===== src/rtl/slfr_pkg.sv =====
// Shared types and constants for the sync/length frame receiver.
`timescale 1ns / 1ps
`default_nettype none
package slfr_pkg;

  // Field widths
  localparam int BYTE_W  = 8;
  localparam int POS_W   = 6;

  // Frame header layout: sync, sync, length
  localparam int HDR_LEN = 3;
  localparam int LEN_POS = 2;

  // Register port
  localparam int APB_DW      = 32;
  localparam int APB_AW      = 3;
  localparam int REG_IDX_LSB = 2;

  localparam logic REG_SYNC_FIRST  = 1'b0;
  localparam logic REG_SYNC_SECOND = 1'b1;

  localparam logic [BYTE_W-1:0] SYNC_FIRST_RST  = 8'hA5;
  localparam logic [BYTE_W-1:0] SYNC_SECOND_RST = 8'h5A;

  typedef struct packed {
    logic [BYTE_W-1:0] sync_first;
    logic [BYTE_W-1:0] sync_second;
  } cfg_t;

  typedef enum logic [2:0] {
    S_IDLE  = 3'b001,
    S_FETCH = 3'b010,
    S_SEND  = 3'b100
  } back_state_t;

endpackage
`default_nettype wire


===== src/rtl/slfr_rx_if.sv =====
// Input byte channel interface.
`timescale 1ns / 1ps
`default_nettype none
interface slfr_rx_if;
  logic                       valid;
  logic                       ready;
  logic [slfr_pkg::BYTE_W-1:0] rx_byte;

  modport source (output valid, output rx_byte, input ready);
  modport sink   (input valid, input rx_byte, output ready);
endinterface
`default_nettype wire


===== src/rtl/slfr_frame_if.sv =====
// Output frame byte channel interface.
`timescale 1ns / 1ps
`default_nettype none
interface slfr_frame_if;
  logic                        valid;
  logic                        ready;
  logic [slfr_pkg::BYTE_W-1:0] frame_byte;
  logic [slfr_pkg::POS_W-1:0]  byte_position;
  logic                        frame_last;

  modport source (output valid, output frame_byte, output byte_position,
                  output frame_last, input ready);
  modport sink   (input valid, input frame_byte, input byte_position,
                  input frame_last, output ready);
endinterface
`default_nettype wire


===== src/rtl/sync_length_frame_receiver_core.sv =====
// Sync/length frame receiver top level: register port, front, queue, store, back end.
// Input: one byte per cycle while fewer than two completed frames await emission.
// Output: each frame byte gets a registered store read (FETCH), then the transaction (SEND);
//   the first byte of a frame appears once the frame is queued and the back end has passed FETCH.
// The store is two banks, each STORE_DEPTH rounded up to a power of two, so a new frame
//   fills while the last drains.
// Reset clears fill count, queue and emitter state, and loads sync bytes 0xA5 / 0x5A;
//   store contents stay undefined, with no clearing pass.
`timescale 1ns / 1ps
`default_nettype none
module sync_length_frame_receiver_core #(
  parameter int STORE_DEPTH = 64
) (
  input  wire logic                          clk,
  input  wire logic                          rst,
  slfr_rx_if.sink                            rx,
  slfr_frame_if.source                       tx,
  input  wire logic                          psel,
  input  wire logic                          penable,
  input  wire logic                          pwrite,
  input  wire logic [slfr_pkg::APB_AW-1:0]   paddr,
  input  wire logic [slfr_pkg::APB_DW-1:0]   pwdata,
  output logic      [slfr_pkg::APB_DW-1:0]   prdata,
  output logic                               pready
);

  localparam int IW = $clog2(STORE_DEPTH);
  localparam int FW = $clog2(STORE_DEPTH + 1);

  slfr_pkg::cfg_t              cfg;
  logic                        reg_sel;
  logic                        cfg_wr;

  logic                        wr_en;
  logic [IW:0]                 wr_addr;
  logic [slfr_pkg::BYTE_W-1:0] wr_data;
  logic                        rd_en;
  logic [IW:0]                 rd_addr;
  logic [slfr_pkg::BYTE_W-1:0] rd_data;

  logic                        push;
  logic [FW-1:0]               push_count;
  logic                        q_pop;
  logic                        q_valid;
  logic [FW-1:0]               q_count;
  logic                        q_full;

  // Register port
  assign pready  = 1'b1;
  assign reg_sel = paddr[slfr_pkg::REG_IDX_LSB];
  assign cfg_wr  = psel && penable && pwrite && pready;

  always_ff @(posedge clk) begin
    if (rst) begin
      cfg.sync_first  <= slfr_pkg::SYNC_FIRST_RST;
      cfg.sync_second <= slfr_pkg::SYNC_SECOND_RST;
    end else if (cfg_wr) begin
      case (reg_sel)
        slfr_pkg::REG_SYNC_FIRST:  cfg.sync_first  <= pwdata[slfr_pkg::BYTE_W-1:0];
        slfr_pkg::REG_SYNC_SECOND: cfg.sync_second <= pwdata[slfr_pkg::BYTE_W-1:0];
        default: begin
        end
      endcase
    end
  end

  always_comb begin
    case (reg_sel)
      slfr_pkg::REG_SYNC_FIRST:  prdata = slfr_pkg::APB_DW'(cfg.sync_first);
      slfr_pkg::REG_SYNC_SECOND: prdata = slfr_pkg::APB_DW'(cfg.sync_second);
      default:                   prdata = '0;
    endcase
  end

  // Receive front
  slfr_front #(.STORE_DEPTH(STORE_DEPTH)) u_front (
    .clk        (clk),
    .rst        (rst),
    .cfg        (cfg),
    .rx         (rx),
    .q_full     (q_full),
    .wr_en      (wr_en),
    .wr_addr    (wr_addr),
    .wr_data    (wr_data),
    .push       (push),
    .push_count (push_count)
  );

  // Completed-frame queue
  slfr_fifo #(.WIDTH(FW)) u_fifo (
    .clk        (clk),
    .rst        (rst),
    .push       (push),
    .push_data  (push_count),
    .pop        (q_pop),
    .head_valid (q_valid),
    .head_data  (q_count),
    .full       (q_full)
  );

  // Two-bank frame store, each bank a power of two so the bank bit prefixes the index
  slfr_ram #(.WIDTH(slfr_pkg::BYTE_W), .DEPTH(2 * (2 ** IW))) u_store (
    .clk     (clk),
    .wr_en   (wr_en),
    .wr_addr (wr_addr),
    .wr_data (wr_data),
    .rd_en   (rd_en),
    .rd_addr (rd_addr),
    .rd_data (rd_data)
  );

  // Emit back end
  slfr_back #(.STORE_DEPTH(STORE_DEPTH)) u_back (
    .clk     (clk),
    .rst     (rst),
    .q_valid (q_valid),
    .q_count (q_count),
    .q_pop   (q_pop),
    .rd_en   (rd_en),
    .rd_addr (rd_addr),
    .rd_data (rd_data),
    .tx      (tx)
  );

  // A completed frame never arrives while the queue is full
  a_no_push_when_full: assert property (@(posedge clk) disable iff (rst)
    push |-> !q_full)
    else $error("frame pushed into a full queue");

  // Every emitted byte belongs to a queued frame
  a_send_has_frame: assert property (@(posedge clk) disable iff (rst)
    tx.valid |-> q_valid)
    else $error("byte emitted with no frame queued");

  // The back end returns to idle after the final byte of a frame, so valid drops
  a_idle_after_last: assert property (@(posedge clk) disable iff (rst)
    (tx.valid && tx.ready && tx.frame_last) |=> !tx.valid)
    else $error("output valid right after final byte");

endmodule
`default_nettype wire


===== src/rtl/slfr_ram.sv =====
// Generic single-write, single-read RAM with registered read data.
`timescale 1ns / 1ps
`default_nettype none
module slfr_ram #(
  parameter int WIDTH = 8,
  parameter int DEPTH = 128
) (
  input  wire logic                     clk,
  input  wire logic                     wr_en,
  input  wire logic [$clog2(DEPTH)-1:0] wr_addr,
  input  wire logic [WIDTH-1:0]         wr_data,
  input  wire logic                     rd_en,
  input  wire logic [$clog2(DEPTH)-1:0] rd_addr,
  output logic      [WIDTH-1:0]         rd_data
);

  logic [WIDTH-1:0] mem [DEPTH];

  // Write port
  always_ff @(posedge clk) begin
    if (wr_en) begin
      mem[wr_addr] <= wr_data;
    end
  end

  // Registered read port, holds when not enabled
  always_ff @(posedge clk) begin
    if (rd_en) begin
      rd_data <= mem[rd_addr];
    end
  end

endmodule
`default_nettype wire


===== src/rtl/slfr_fifo.sv =====
// Two-entry descriptor queue between the receive front and the emit back end.
`timescale 1ns / 1ps
`default_nettype none
module slfr_fifo #(
  parameter int WIDTH = 7
) (
  input  wire logic             clk,
  input  wire logic             rst,
  input  wire logic             push,
  input  wire logic [WIDTH-1:0] push_data,
  input  wire logic             pop,
  output logic                  head_valid,
  output logic      [WIDTH-1:0] head_data,
  output logic                  full
);

  logic [WIDTH-1:0] entry [2];
  logic             wr_ptr;
  logic             rd_ptr;
  logic [1:0]       count;

  assign head_valid = (count != 2'd0);
  assign full       = (count == 2'd2);
  assign head_data  = entry[rd_ptr];

  // Store pushed descriptors
  always_ff @(posedge clk) begin
    if (push) begin
      entry[wr_ptr] <= push_data;
    end
  end

  // Advance pointers and occupancy
  always_ff @(posedge clk) begin
    if (rst) begin
      wr_ptr <= 1'b0;
      rd_ptr <= 1'b0;
      count  <= 2'd0;
    end else begin
      if (push) begin
        wr_ptr <= ~wr_ptr;
      end
      if (pop) begin
        rd_ptr <= ~rd_ptr;
      end
      if (push && !pop) begin
        count <= count + 2'd1;
      end else if (pop && !push) begin
        count <= count - 2'd1;
      end
    end
  end

endmodule
`default_nettype wire


===== src/rtl/slfr_front.sv =====
// Receive front: checks sync bytes, tracks fill and length, writes the store.
`timescale 1ns / 1ps
`default_nettype none
module slfr_front #(
  parameter int STORE_DEPTH = 64
) (
  input  wire logic                              clk,
  input  wire logic                              rst,
  input  wire slfr_pkg::cfg_t                    cfg,
  slfr_rx_if.sink                                rx,
  input  wire logic                              q_full,
  output logic                                   wr_en,
  output logic [$clog2(STORE_DEPTH):0]           wr_addr,
  output logic [slfr_pkg::BYTE_W-1:0]            wr_data,
  output logic                                   push,
  output logic [$clog2(STORE_DEPTH+1)-1:0]       push_count
);

  localparam int IW = $clog2(STORE_DEPTH);
  localparam int FW = $clog2(STORE_DEPTH + 1);
  localparam int CW = (FW > slfr_pkg::BYTE_W) ? FW : slfr_pkg::BYTE_W;

  logic [FW-1:0]               fill;
  logic                        bank;
  logic [slfr_pkg::BYTE_W-1:0] len_reg;

  logic [FW-1:0]               fill_inc;
  logic [slfr_pkg::BYTE_W-1:0] len_eff;
  logic                        sync_bad;
  logic                        done;
  logic                        accept;

  assign rx.ready = !q_full;
  assign accept   = rx.valid && rx.ready;

  // Classify the incoming byte
  always_comb begin
    fill_inc = fill + FW'(1);
    len_eff  = (fill == FW'(slfr_pkg::LEN_POS)) ? rx.rx_byte : len_reg;
    sync_bad = ((fill == FW'(0)) && (rx.rx_byte != cfg.sync_first)) ||
               ((fill == FW'(1)) && (rx.rx_byte != cfg.sync_second));
    done     = !sync_bad && (fill_inc >= FW'(slfr_pkg::HDR_LEN)) &&
               (CW'(len_eff) == (CW'(fill_inc) - CW'(slfr_pkg::HDR_LEN)));
  end

  // Store write into the current bank
  assign wr_en      = accept;
  assign wr_addr    = {bank, fill[IW-1:0]};
  assign wr_data    = rx.rx_byte;
  assign push       = accept && done;
  assign push_count = fill_inc;

  // Capture the length byte
  always_ff @(posedge clk) begin
    if (accept && (fill == FW'(slfr_pkg::LEN_POS))) begin
      len_reg <= rx.rx_byte;
    end
  end

  // Advance fill count; drop on sync miss or full store, swap bank on completion
  always_ff @(posedge clk) begin
    if (rst) begin
      fill <= '0;
      bank <= 1'b0;
    end else if (accept) begin
      if (sync_bad || done || (fill_inc == FW'(STORE_DEPTH))) begin
        fill <= '0;
      end else begin
        fill <= fill_inc;
      end
      if (done) begin
        bank <= ~bank;
      end
    end
  end

endmodule
`default_nettype wire


===== src/rtl/slfr_back.sv =====
// Emit back end: reads a completed frame from the store and sends it byte by byte.
`timescale 1ns / 1ps
`default_nettype none
module slfr_back #(
  parameter int STORE_DEPTH = 64
) (
  input  wire logic                              clk,
  input  wire logic                              rst,
  input  wire logic                              q_valid,
  input  wire logic [$clog2(STORE_DEPTH+1)-1:0]  q_count,
  output logic                                   q_pop,
  output logic                                   rd_en,
  output logic [$clog2(STORE_DEPTH):0]           rd_addr,
  input  wire logic [slfr_pkg::BYTE_W-1:0]       rd_data,
  slfr_frame_if.source                           tx
);

  localparam int IW = $clog2(STORE_DEPTH);
  localparam int FW = $clog2(STORE_DEPTH + 1);

  slfr_pkg::back_state_t state;
  logic [IW-1:0]         idx;
  logic                  bank;
  logic                  last;

  assign last             = ((FW'(idx) + FW'(1)) == q_count);
  assign tx.valid         = (state == slfr_pkg::S_SEND);
  assign tx.frame_byte    = rd_data;
  assign tx.byte_position = slfr_pkg::POS_W'(idx);
  assign tx.frame_last    = last;
  assign rd_en            = (state == slfr_pkg::S_FETCH);
  assign rd_addr          = {bank, idx};
  assign q_pop            = tx.valid && tx.ready && last;

  // Fetch one byte, then hold it until the transaction completes
  always_ff @(posedge clk) begin
    if (rst) begin
      state <= slfr_pkg::S_IDLE;
      idx   <= '0;
      bank  <= 1'b0;
    end else begin
      case (state)
        slfr_pkg::S_IDLE: begin
          if (q_valid) begin
            state <= slfr_pkg::S_FETCH;
          end
        end
        slfr_pkg::S_FETCH: begin
          state <= slfr_pkg::S_SEND;
        end
        slfr_pkg::S_SEND: begin
          if (tx.ready) begin
            if (last) begin
              idx   <= '0;
              bank  <= ~bank;
              state <= slfr_pkg::S_IDLE;
            end else begin
              idx   <= idx + IW'(1);
              state <= slfr_pkg::S_FETCH;
            end
          end
        end
        default: begin
          state <= slfr_pkg::S_IDLE;
        end
      endcase
    end
  end

endmodule
`default_nettype wire


===== src/flat_wrapper.sv =====
// flat-port wrapper written by rule: the top's interface ports become plain ports
module sync_length_frame_receiver_core_flat 
#(
  parameter int STORE_DEPTH = 64
)
  (clk, rst, psel, penable, pwrite, paddr, pwdata, prdata, pready, rx_valid, rx_rx_byte, rx_ready, tx_valid, tx_frame_byte, tx_byte_position, tx_frame_last, tx_ready);
  slfr_rx_if rx_i ();
  slfr_frame_if tx_i ();
  input  wire logic clk;
  input  wire logic rst;
  input  wire logic psel;
  input  wire logic penable;
  input  wire logic pwrite;
  input  wire logic [slfr_pkg::APB_AW-1:0] paddr;
  input  wire logic [slfr_pkg::APB_DW-1:0] pwdata;
  output logic      [slfr_pkg::APB_DW-1:0] prdata;
  output logic pready;
  input wire logic [$bits(rx_i.valid)-1:0] rx_valid;
  input wire logic [$bits(rx_i.rx_byte)-1:0] rx_rx_byte;
  output wire logic [$bits(rx_i.ready)-1:0] rx_ready;
  output wire logic [$bits(tx_i.valid)-1:0] tx_valid;
  output wire logic [$bits(tx_i.frame_byte)-1:0] tx_frame_byte;
  output wire logic [$bits(tx_i.byte_position)-1:0] tx_byte_position;
  output wire logic [$bits(tx_i.frame_last)-1:0] tx_frame_last;
  input wire logic [$bits(tx_i.ready)-1:0] tx_ready;
  assign rx_i.valid = rx_valid;
  assign rx_i.rx_byte = rx_rx_byte;
  assign rx_ready = rx_i.ready;
  assign tx_valid = tx_i.valid;
  assign tx_frame_byte = tx_i.frame_byte;
  assign tx_byte_position = tx_i.byte_position;
  assign tx_frame_last = tx_i.frame_last;
  assign tx_i.ready = tx_ready;
  sync_length_frame_receiver_core #(.STORE_DEPTH(STORE_DEPTH)) u_core (.clk(clk), .rst(rst), .rx(rx_i), .tx(tx_i), .psel(psel), .penable(penable), .pwrite(pwrite), .paddr(paddr), .pwdata(pwdata), .prdata(prdata), .pready(pready));
endmodule

===== config.mk =====
export PLATFORM = sky130hd
export DESIGN_NAME = sync_length_frame_receiver_core_flat
export DESIGN_NICKNAME = d
export VERILOG_FILES = /design/src/rtl/slfr_pkg.sv /design/src/rtl/slfr_rx_if.sv /design/src/rtl/slfr_frame_if.sv /design/src/rtl/sync_length_frame_receiver_core.sv /design/src/rtl/slfr_ram.sv /design/src/rtl/slfr_fifo.sv /design/src/rtl/slfr_front.sv /design/src/rtl/slfr_back.sv /design/src/flat_wrapper.sv
export SDC_FILE = /design/constraint.sdc
export NUM_CORES = 1
export LEC_CHECK = 0
export ABC_CLOCK_PERIOD_IN_PS = 5180
export BUFFER_PORTS_ARGS = -buffer_cell sky130_fd_sc_hd__buf_2
export CORE_MARGIN = 1.5
export CORE_UTILIZATION = 25
export DETAILED_ROUTE_END_ITERATION = 10
export GPL_ROUTABILITY_DRIVEN = 1
export HOLD_SLACK_MARGIN = 0.03
export PLACE_DENSITY = 0.38
export SLEW_MARGIN = 0
export SYNTH_ARGS = -nofsm -noshare
export SYNTH_HDL_FRONTEND = slang
export SYNTH_SLANG_ARGS = --single-unit

===== constraint.sdc =====
create_clock -name clk -period 5.18 [get_ports clk]
set_input_delay 0.518 -clock clk [delete_from_list [all_inputs] [get_ports clk]]
set_output_delay 0.518 -clock clk [all_outputs]
set_load 0.03 [all_outputs]

==> impl_metrics.tcl, run 1 <==
set metrics [dict create \
    status "finished, final reports clean" \
    hold_viol_final 0 \
    crit_fanout 22 \
    worstSetupEndpointType "flip-flop" \
    synth_area_sq_um 43200 \
    num_vias 20300 \
    cts_tree "done" \
    synth_top_area_cell "edfxtp_1" \
    antenna_found_initial 2 \
    largest_reg_flops 1024 \
    multiInputGateArea_sq_um 10200 \
    tightest_slew_ps 1150 \
    final_nets 2217 \
    clock_path_buffers 3 \
    grt-ovfl-total 0 \
    whs_ps 168 \
    yosysWarnings 0 \
    crit_path_start_kind "flip-flop" \
    grt_max_degree 104 \
    final_util_pct 29.1 \
    cts_hold_buf 8 \
    initial_core_util_pct 25.2 \
    syn2layout_area_growth_pct 15.7 \
    routabilityCongestion 0.766 \
    finalSetupTns_ps 0 \
    grt_pass1_vias 21500 \
    grt_usage_pct 13.1 \
    final_common_cell "edfxtp_1" \
    via_per_inst 4.44 \
    finalCritPeriodShare_pct 74.2 \
    io_pins 100 \
    async_reset_ff_share_pct 0 \
    cts_made_buffers 114 \
    min_period_ps 3840 \
    highest_layer "met4" \
    grt_pass1_wl_um 164000 \
    holdPathStages 1 \
    fmax_mhz 260 \
    synth.top_cell.area_share_pct 73.2 \
    postSynthCellCount 2049 \
    post_cts_buffers 0 \
    rows 152 \
    post_cts_resized 0 \
    regArea_sq_um 32400 \
    power_density_nw_per_um2 359 \
    clock_latency_ps 740 \
    totalWireLength_um 115000 \
    top_regs "u_core.u_store.mem: 1024 flops, u_core.cfg: 16 flops, u_core.u_fifo.entry: 14 flops" \
    cts_sinks 1093 \
    detail_route.first_pass.iterations 5 \
    maxSlewViolCount 0 \
    die_area_sq_um 175000 \
    synth-edff-count 1054 \
    drc_errors 0 \
    synth_cell_type_count 52 \
    clockRootBuffer "clkbuf_16" \
    fin_skew_ps 40.1 \
    final_cell_mix "edfxtp_1, mux4_2, nor2_1, clkbuf_16, nand2_1" \
    rsz0062_at_grt "no" \
    slew_headroom_pct 22.8 \
    path_clk_slew_ps 60 \
    dr_wl_met3_um 4150 \
    worstRegToRegCells 9 \
    hp-class "input port to flip-flop" \
    wirelength_met1_um 52300 \
    dp.cells 4345 \
    ys_seq_area_share_pct 75.0 \
    hpwl_um 69300 \
    avgSynthCellArea_sq_um 21.1 \
    wl_per_cell_um 25.1 \
    regMostFlops "u_core.u_store.mem" \
    fillers 16700 \
    setup_viol 0 \
    vdd_drop_max_mv 0.262 \
    finalNonFillerCells 4564 \
    drv_cap 0 \
    synth.area.top_cells "edfxtp_1, mux4_2, dfxtp_1, nor2_1, mux2i_1" \
    portBuffers 48 \
    drive_gt1_share_pct 26.6 \
    crit_type "flip-flop to flip-flop" \
    routed-wl-met2_um 55800 \
    core_area_sq_um 172000 \
    h-tree-depth 3 \
    ys_seq_elements 1093 \
    die_x_um 419 \
    leakage_nw 14.7 \
    ant_nets 0 \
    die_height_um 419 \
    ys.flop_type "edfxtp_1" \
    critPathArrivalTime_ps 4320 \
    drtIter0Drc 1481 \
    worstPathRequired_ps 5650 \
]
==> cells in the mapped netlist (4+ instances only) <==
cell / count
a211o_1: 4
xnor3_1: 5
nor2b_1: 13
mux2i_1: 38
nand2b_1: 10
o21ai_0: 15
nand3b_1: 7
or3_1: 4
mux4_2: 312
xor2_1: 7
buf_1: 26
nor2_1: 168
nor3_1: 7
edfxtp_1: 1054
nand2_1: 50
and3_1: 8
inv_1: 7
and2_1: 5
nand3_1: 15
a31oi_1: 9
buf_2: 23
ha_1: 8
clkbuf_1: 59
buf_4: 25
a311oi_1: 8
a21oi_1: 15
dfxtp_1: 39
nand4_1: 9
a22oi_1: 24
mux2_2: 13
xnor2_1: 28
==> critical path: stages, from the launching register on <==
cell	delay, ps
dfxtp_4	680
buf_12	300
buf_4	270
mux4_2	580
mux4_2	490
mux2i_1	390
nor2_1	80
a311oi_1	480
buf_4	230
a31oi_1	50
==> layout make-up <==
| cell class | count | area share, % |
|---|---|---|
| flip-flops and latches | 1093 | 64.9 |
| multi-input cells | 837 | 20.5 |
| clock buffers | 140 | 5.94 |
| well taps | 2310 | 5.78 |
| repair buffers | 106 | 1.64 |
| clock inverters | 68 | 1.24 |
| inverters | 7 | 0.0525 |
| diodes | 3 | 0.0150 |
==> final timing paths <==
check / end / startpoint / slack, ps
worst min-delay path: u_core.u_store.mem[69][4] / rx_rx_byte[4] / 170
worst max-delay path: u_core.u_store.rd_data[5] / u_core.u_back.tx.byte_position[0] / 1340
worst min register to register: u_core.cfg[0] / u_core.cfg[0] / 500
worst max register to register: u_core.u_store.rd_data[5] / u_core.u_back.tx.byte_position[0] / 1340
==> kinds of logic after synthesis <==
family / after synthesis / share of synthesized area, %
xor+xnor: 40 / 0.970
other cells: 2 / 0.0174
buf+inv: 142 / 1.55
fa+ha+maj: 8 / 0.232
mux: 363 / 17.5
compound gates: 90 / 1.43
flops: 1093 / 75.0
simple gates: 311 / 3.31
==> report_power, final <==
group	internal [mW]	switching (mW)	leakage, nW
combinational	0.0537	0.240	3.14
clock	4.47	3.49	1.74
sequential	9.69	0.00652	9.79
total	14.2	3.74	14.7
==> per-layer routing <==
layer	global-route usage [%]	up-vias
met5	0	-
met4	3.79	0
met3	1.91	135
met2	21.7	436
met1	17.8	11000
li1	-	8656
==> per-stage QoR <==
step	cell area, sq um	power (mW)	setup WS, ps
floorplan	43300	9.98	1740
global placement	46300	10.2	1290
CTS	50000	18.2	1270
finish	50000	18.0	1340
detailed placement	46300	10.2	1280
global route	50000	18.5	1160
Note: power is estimated with default switching activity, not from simulation.
==> run 2: changes to the inputs <==
--- a/config.mk
+++ b/config.mk
@@ -5,14 +5,14 @@
 export SDC_FILE = /design/constraint.sdc
 export NUM_CORES = 1
 export LEC_CHECK = 0
-export ABC_CLOCK_PERIOD_IN_PS = 5180
+export ABC_CLOCK_PERIOD_IN_PS = 3470
 export BUFFER_PORTS_ARGS = -buffer_cell sky130_fd_sc_hd__buf_2
 export CORE_MARGIN = 1.5
 export CORE_UTILIZATION = 25
 export DETAILED_ROUTE_END_ITERATION = 10
 export GPL_ROUTABILITY_DRIVEN = 1
 export HOLD_SLACK_MARGIN = 0.03
-export PLACE_DENSITY = 0.38
+export PLACE_DENSITY = 0.39
 export SLEW_MARGIN = 0
 export SYNTH_ARGS = -nofsm -noshare
 export SYNTH_HDL_FRONTEND = slang
==> constraint.sdc (replaced) <==
create_clock -name clk -period 3.47 [get_ports clk]
set_input_delay 0.347 -clock clk [delete_from_list [all_inputs] [get_ports clk]]
set_output_delay 0.347 -clock clk [all_outputs]
set_load 0.03 [all_outputs]
==> run 2 against run 1 <==
Compared with the run above: critical path depth increased by 1; sequential power increased by 50%; power increased by 55%; sequential share of layout area decreased by 2.0 points; clock power increased by 62%; hold slack got worse by 28 ps; final area increased by 3.3%; clock-buffer cell count increased by 3; largest cell class unchanged; highest routed layer is now met5.
==> impl_metrics.tcl, run 2 (same netlist as run 1, synthesis figures left out) <==
set metrics [dict create \
    timing.final.ws_setup_ps 204 \
    slew_headroom_pct 16.2 \
    path_clk_slew_ps 60 \
    crit_path_start_kind "flip-flop" \
    p_sw_share_pct 20.1 \
    final_common_cell "edfxtp_1" \
    p_comb_share_pct 1.6 \
    cts_tree "done" \
    die_x_um 419 \
    portBuffers 48 \
    routabilityCongestion 0.744 \
    cts_sinks 1093 \
    critPathArrivalTime_ps 3910 \
    largest_reg_flops 1024 \
    min_period_ps 3270 \
    finalCritPeriodShare_pct 94.1 \
    clock_latency_ps 730 \
    totalWireLength_um 112000 \
    cp-startpoint "u_core.u_front.fill[0]" \
    wl_per_cell_um 23.6 \
    power_density_nw_per_um2 539 \
    regMostFlops "u_core.u_store.mem" \
    worstReg2RegStart "u_core.u_front.fill[0]" \
    core_area_sq_um 172000 \
    worstSetupEndpointType "flip-flop" \
    tightest_slew_ps 1260 \
    cts_made_buffers 119 \
    path_buf_inv 1 \
    worstPathRequired_ps 4110 \
    fmax_mhz 306 \
    grt_max_degree 110 \
    hp-start "penable" \
    drtIter0Drc 1595 \
    pwr-share-seq_pct 52.0 \
    crit_family "simple AND/OR/NAND/NOR gates" \
    ant_nets 0 \
    crit_fanout 8 \
    initial_core_util_pct 25.2 \
    top_regs "u_core.u_store.mem: 1024 flops, u_core.cfg: 16 flops, u_core.u_fifo.entry: 14 flops" \
    die_height_um 419 \
    status "finished, final reports clean" \
    hpwl_um 69700 \
    grt_pass1_vias 21900 \
    grt_usage_pct 12.7 \
    cpMaxStageDelayCell "or4_4" \
    maxSlewViolCount 0 \
    post_cts_buffers 0 \
    drive_gt1_share_pct 31.5 \
    pre_cts_ws_ps 142 \
    cpPeakStageDelay_ps 580 \
    final_nets 2371 \
    detail_route.first_pass.iterations 4 \
    grt-ovfl-total 0 \
    cp_cell_sequence "inv_1 -> ha_1 -> nand3_4 -> mux2i_2 -> xnor3_1 -> or4_4 -> nor3_4 -> ha_1 -> or3_1 -> a21oi_1" \
    worstSetupPathDepth 10 \
    clockRootBuffer "clkbuf_16" \
    syn2layout_area_growth_pct 19.5 \
    p_int_mw 22.2 \
    holdPathStages 5 \
    drc_errors 0 \
    io_pins 100 \
    worstRegToRegCells 10 \
    crit_type "flip-flop to flip-flop" \
    clockPowerShare_pct 46.4 \
    finalSetupTns_ps 0 \
    die_area_sq_um 175000 \
    setup_viol 0 \
    crit_top_cell "ha_1" \
    fin_skew_ps 39.8 \
    final_cell_mix "edfxtp_1, mux4_2, buf_4, nor2_1, clkbuf_16" \
    num_vias 20600 \
    h-tree-depth 3 \
    rows 152 \
    clock_path_buffers 3 \
    leakage_nw 15.7 \
    hp-class "input port to flip-flop" \
    drv_cap 0 \
    power_switching_mw 5.60 \
    antenna_found_initial 7 \
    grt_pass1_wl_um 159000 \
    fillers 16600 \
    vdd_drop_max_mv 0.361 \
    via_per_inst 4.35 \
    hold_viol_final 0 \
    rsz0062_at_grt "no" \
]
## run 2: cell type report
| class | instances | area (sq um) | area share [%] |
|---|---|---|---|
| tap | 2310 | 2890 | 5.60 |
| antenna | 2 | 5.00 | 0.00969 |
| inverter | 7 | 26.3 | 0.0509 |
| multi-input combinational | 837 | 10200 | 19.8 |
| clock buffer | 143 | 3130 | 6.06 |
| timing repair buffer | 255 | 2040 | 3.94 |
| clock inverter | 78 | 873 | 1.69 |
| sequential | 1093 | 32400 | 62.8 |
## run 2: per-stage QoR
stage	hold WS [ps]	cells	total power, mW	instance area (sq um)	util (%)
2_1_floorplan	446	2072	14.9	43300	-
3_3_place_gp	479	4488	15.2	47500	27.7
3_5_place_dp	483	4488	15.2	47500	27.7
4_1_cts	60.7	4723	28.2	51600	30.1
5_1_grt	151	4723	28.7	51600	30.1
6_report	139	4725	27.8	51600	30.1
## run 2: worst register-to-register path, cell delays in order (launching register included)
cell     delay [ps]
dfxtp_1         440
inv_1            90
ha_1            280
nand3_4         100
mux2i_2         270
xnor3_1         360
or4_4           580
nor3_4          220
ha_1            290
or3_1           370
a21oi_1         170
## run 2: power groups by stage
stage	Combinational (mW)	Sequential, mW	Clock (mW)
4_1_cts	0.470	14.5	13.3
5_1_grt	0.495	14.5	13.8
3_5_place_dp	0.456	14.8	0
2_1_floorplan	0.147	14.8	0
6_report	0.448	14.5	12.9
3_3_place_gp	0.436	14.7	0
## run 2: final timing paths
kind | end | slack [ps]
worst max-delay path | u_core.u_fifo.count[1] | 200
worst min-delay path | u_core.cfg[5] | 140
worst max register to register | u_core.u_fifo.count[1] | 200
worst min register to register | u_core.cfg[5] | 490
## run 2: per-layer routing
metal	share of wire (%)	wire length, um	vias up	track usage, %
li1	-	-	8977	-
met1	44	48600	11000	16.6
met2	50	55400	414	21.4
met3	4.6	5090	151	2.36
met4	2.3	2560	2	3.91
met5	0.012	13	-	0
## run 2: what timing repair did
action	4_1_cts	5_1_grt
hold endpoints to repair	26	0
hold buffers	14	0
setup endpoints to repair	0	1
resized for setup	0	2
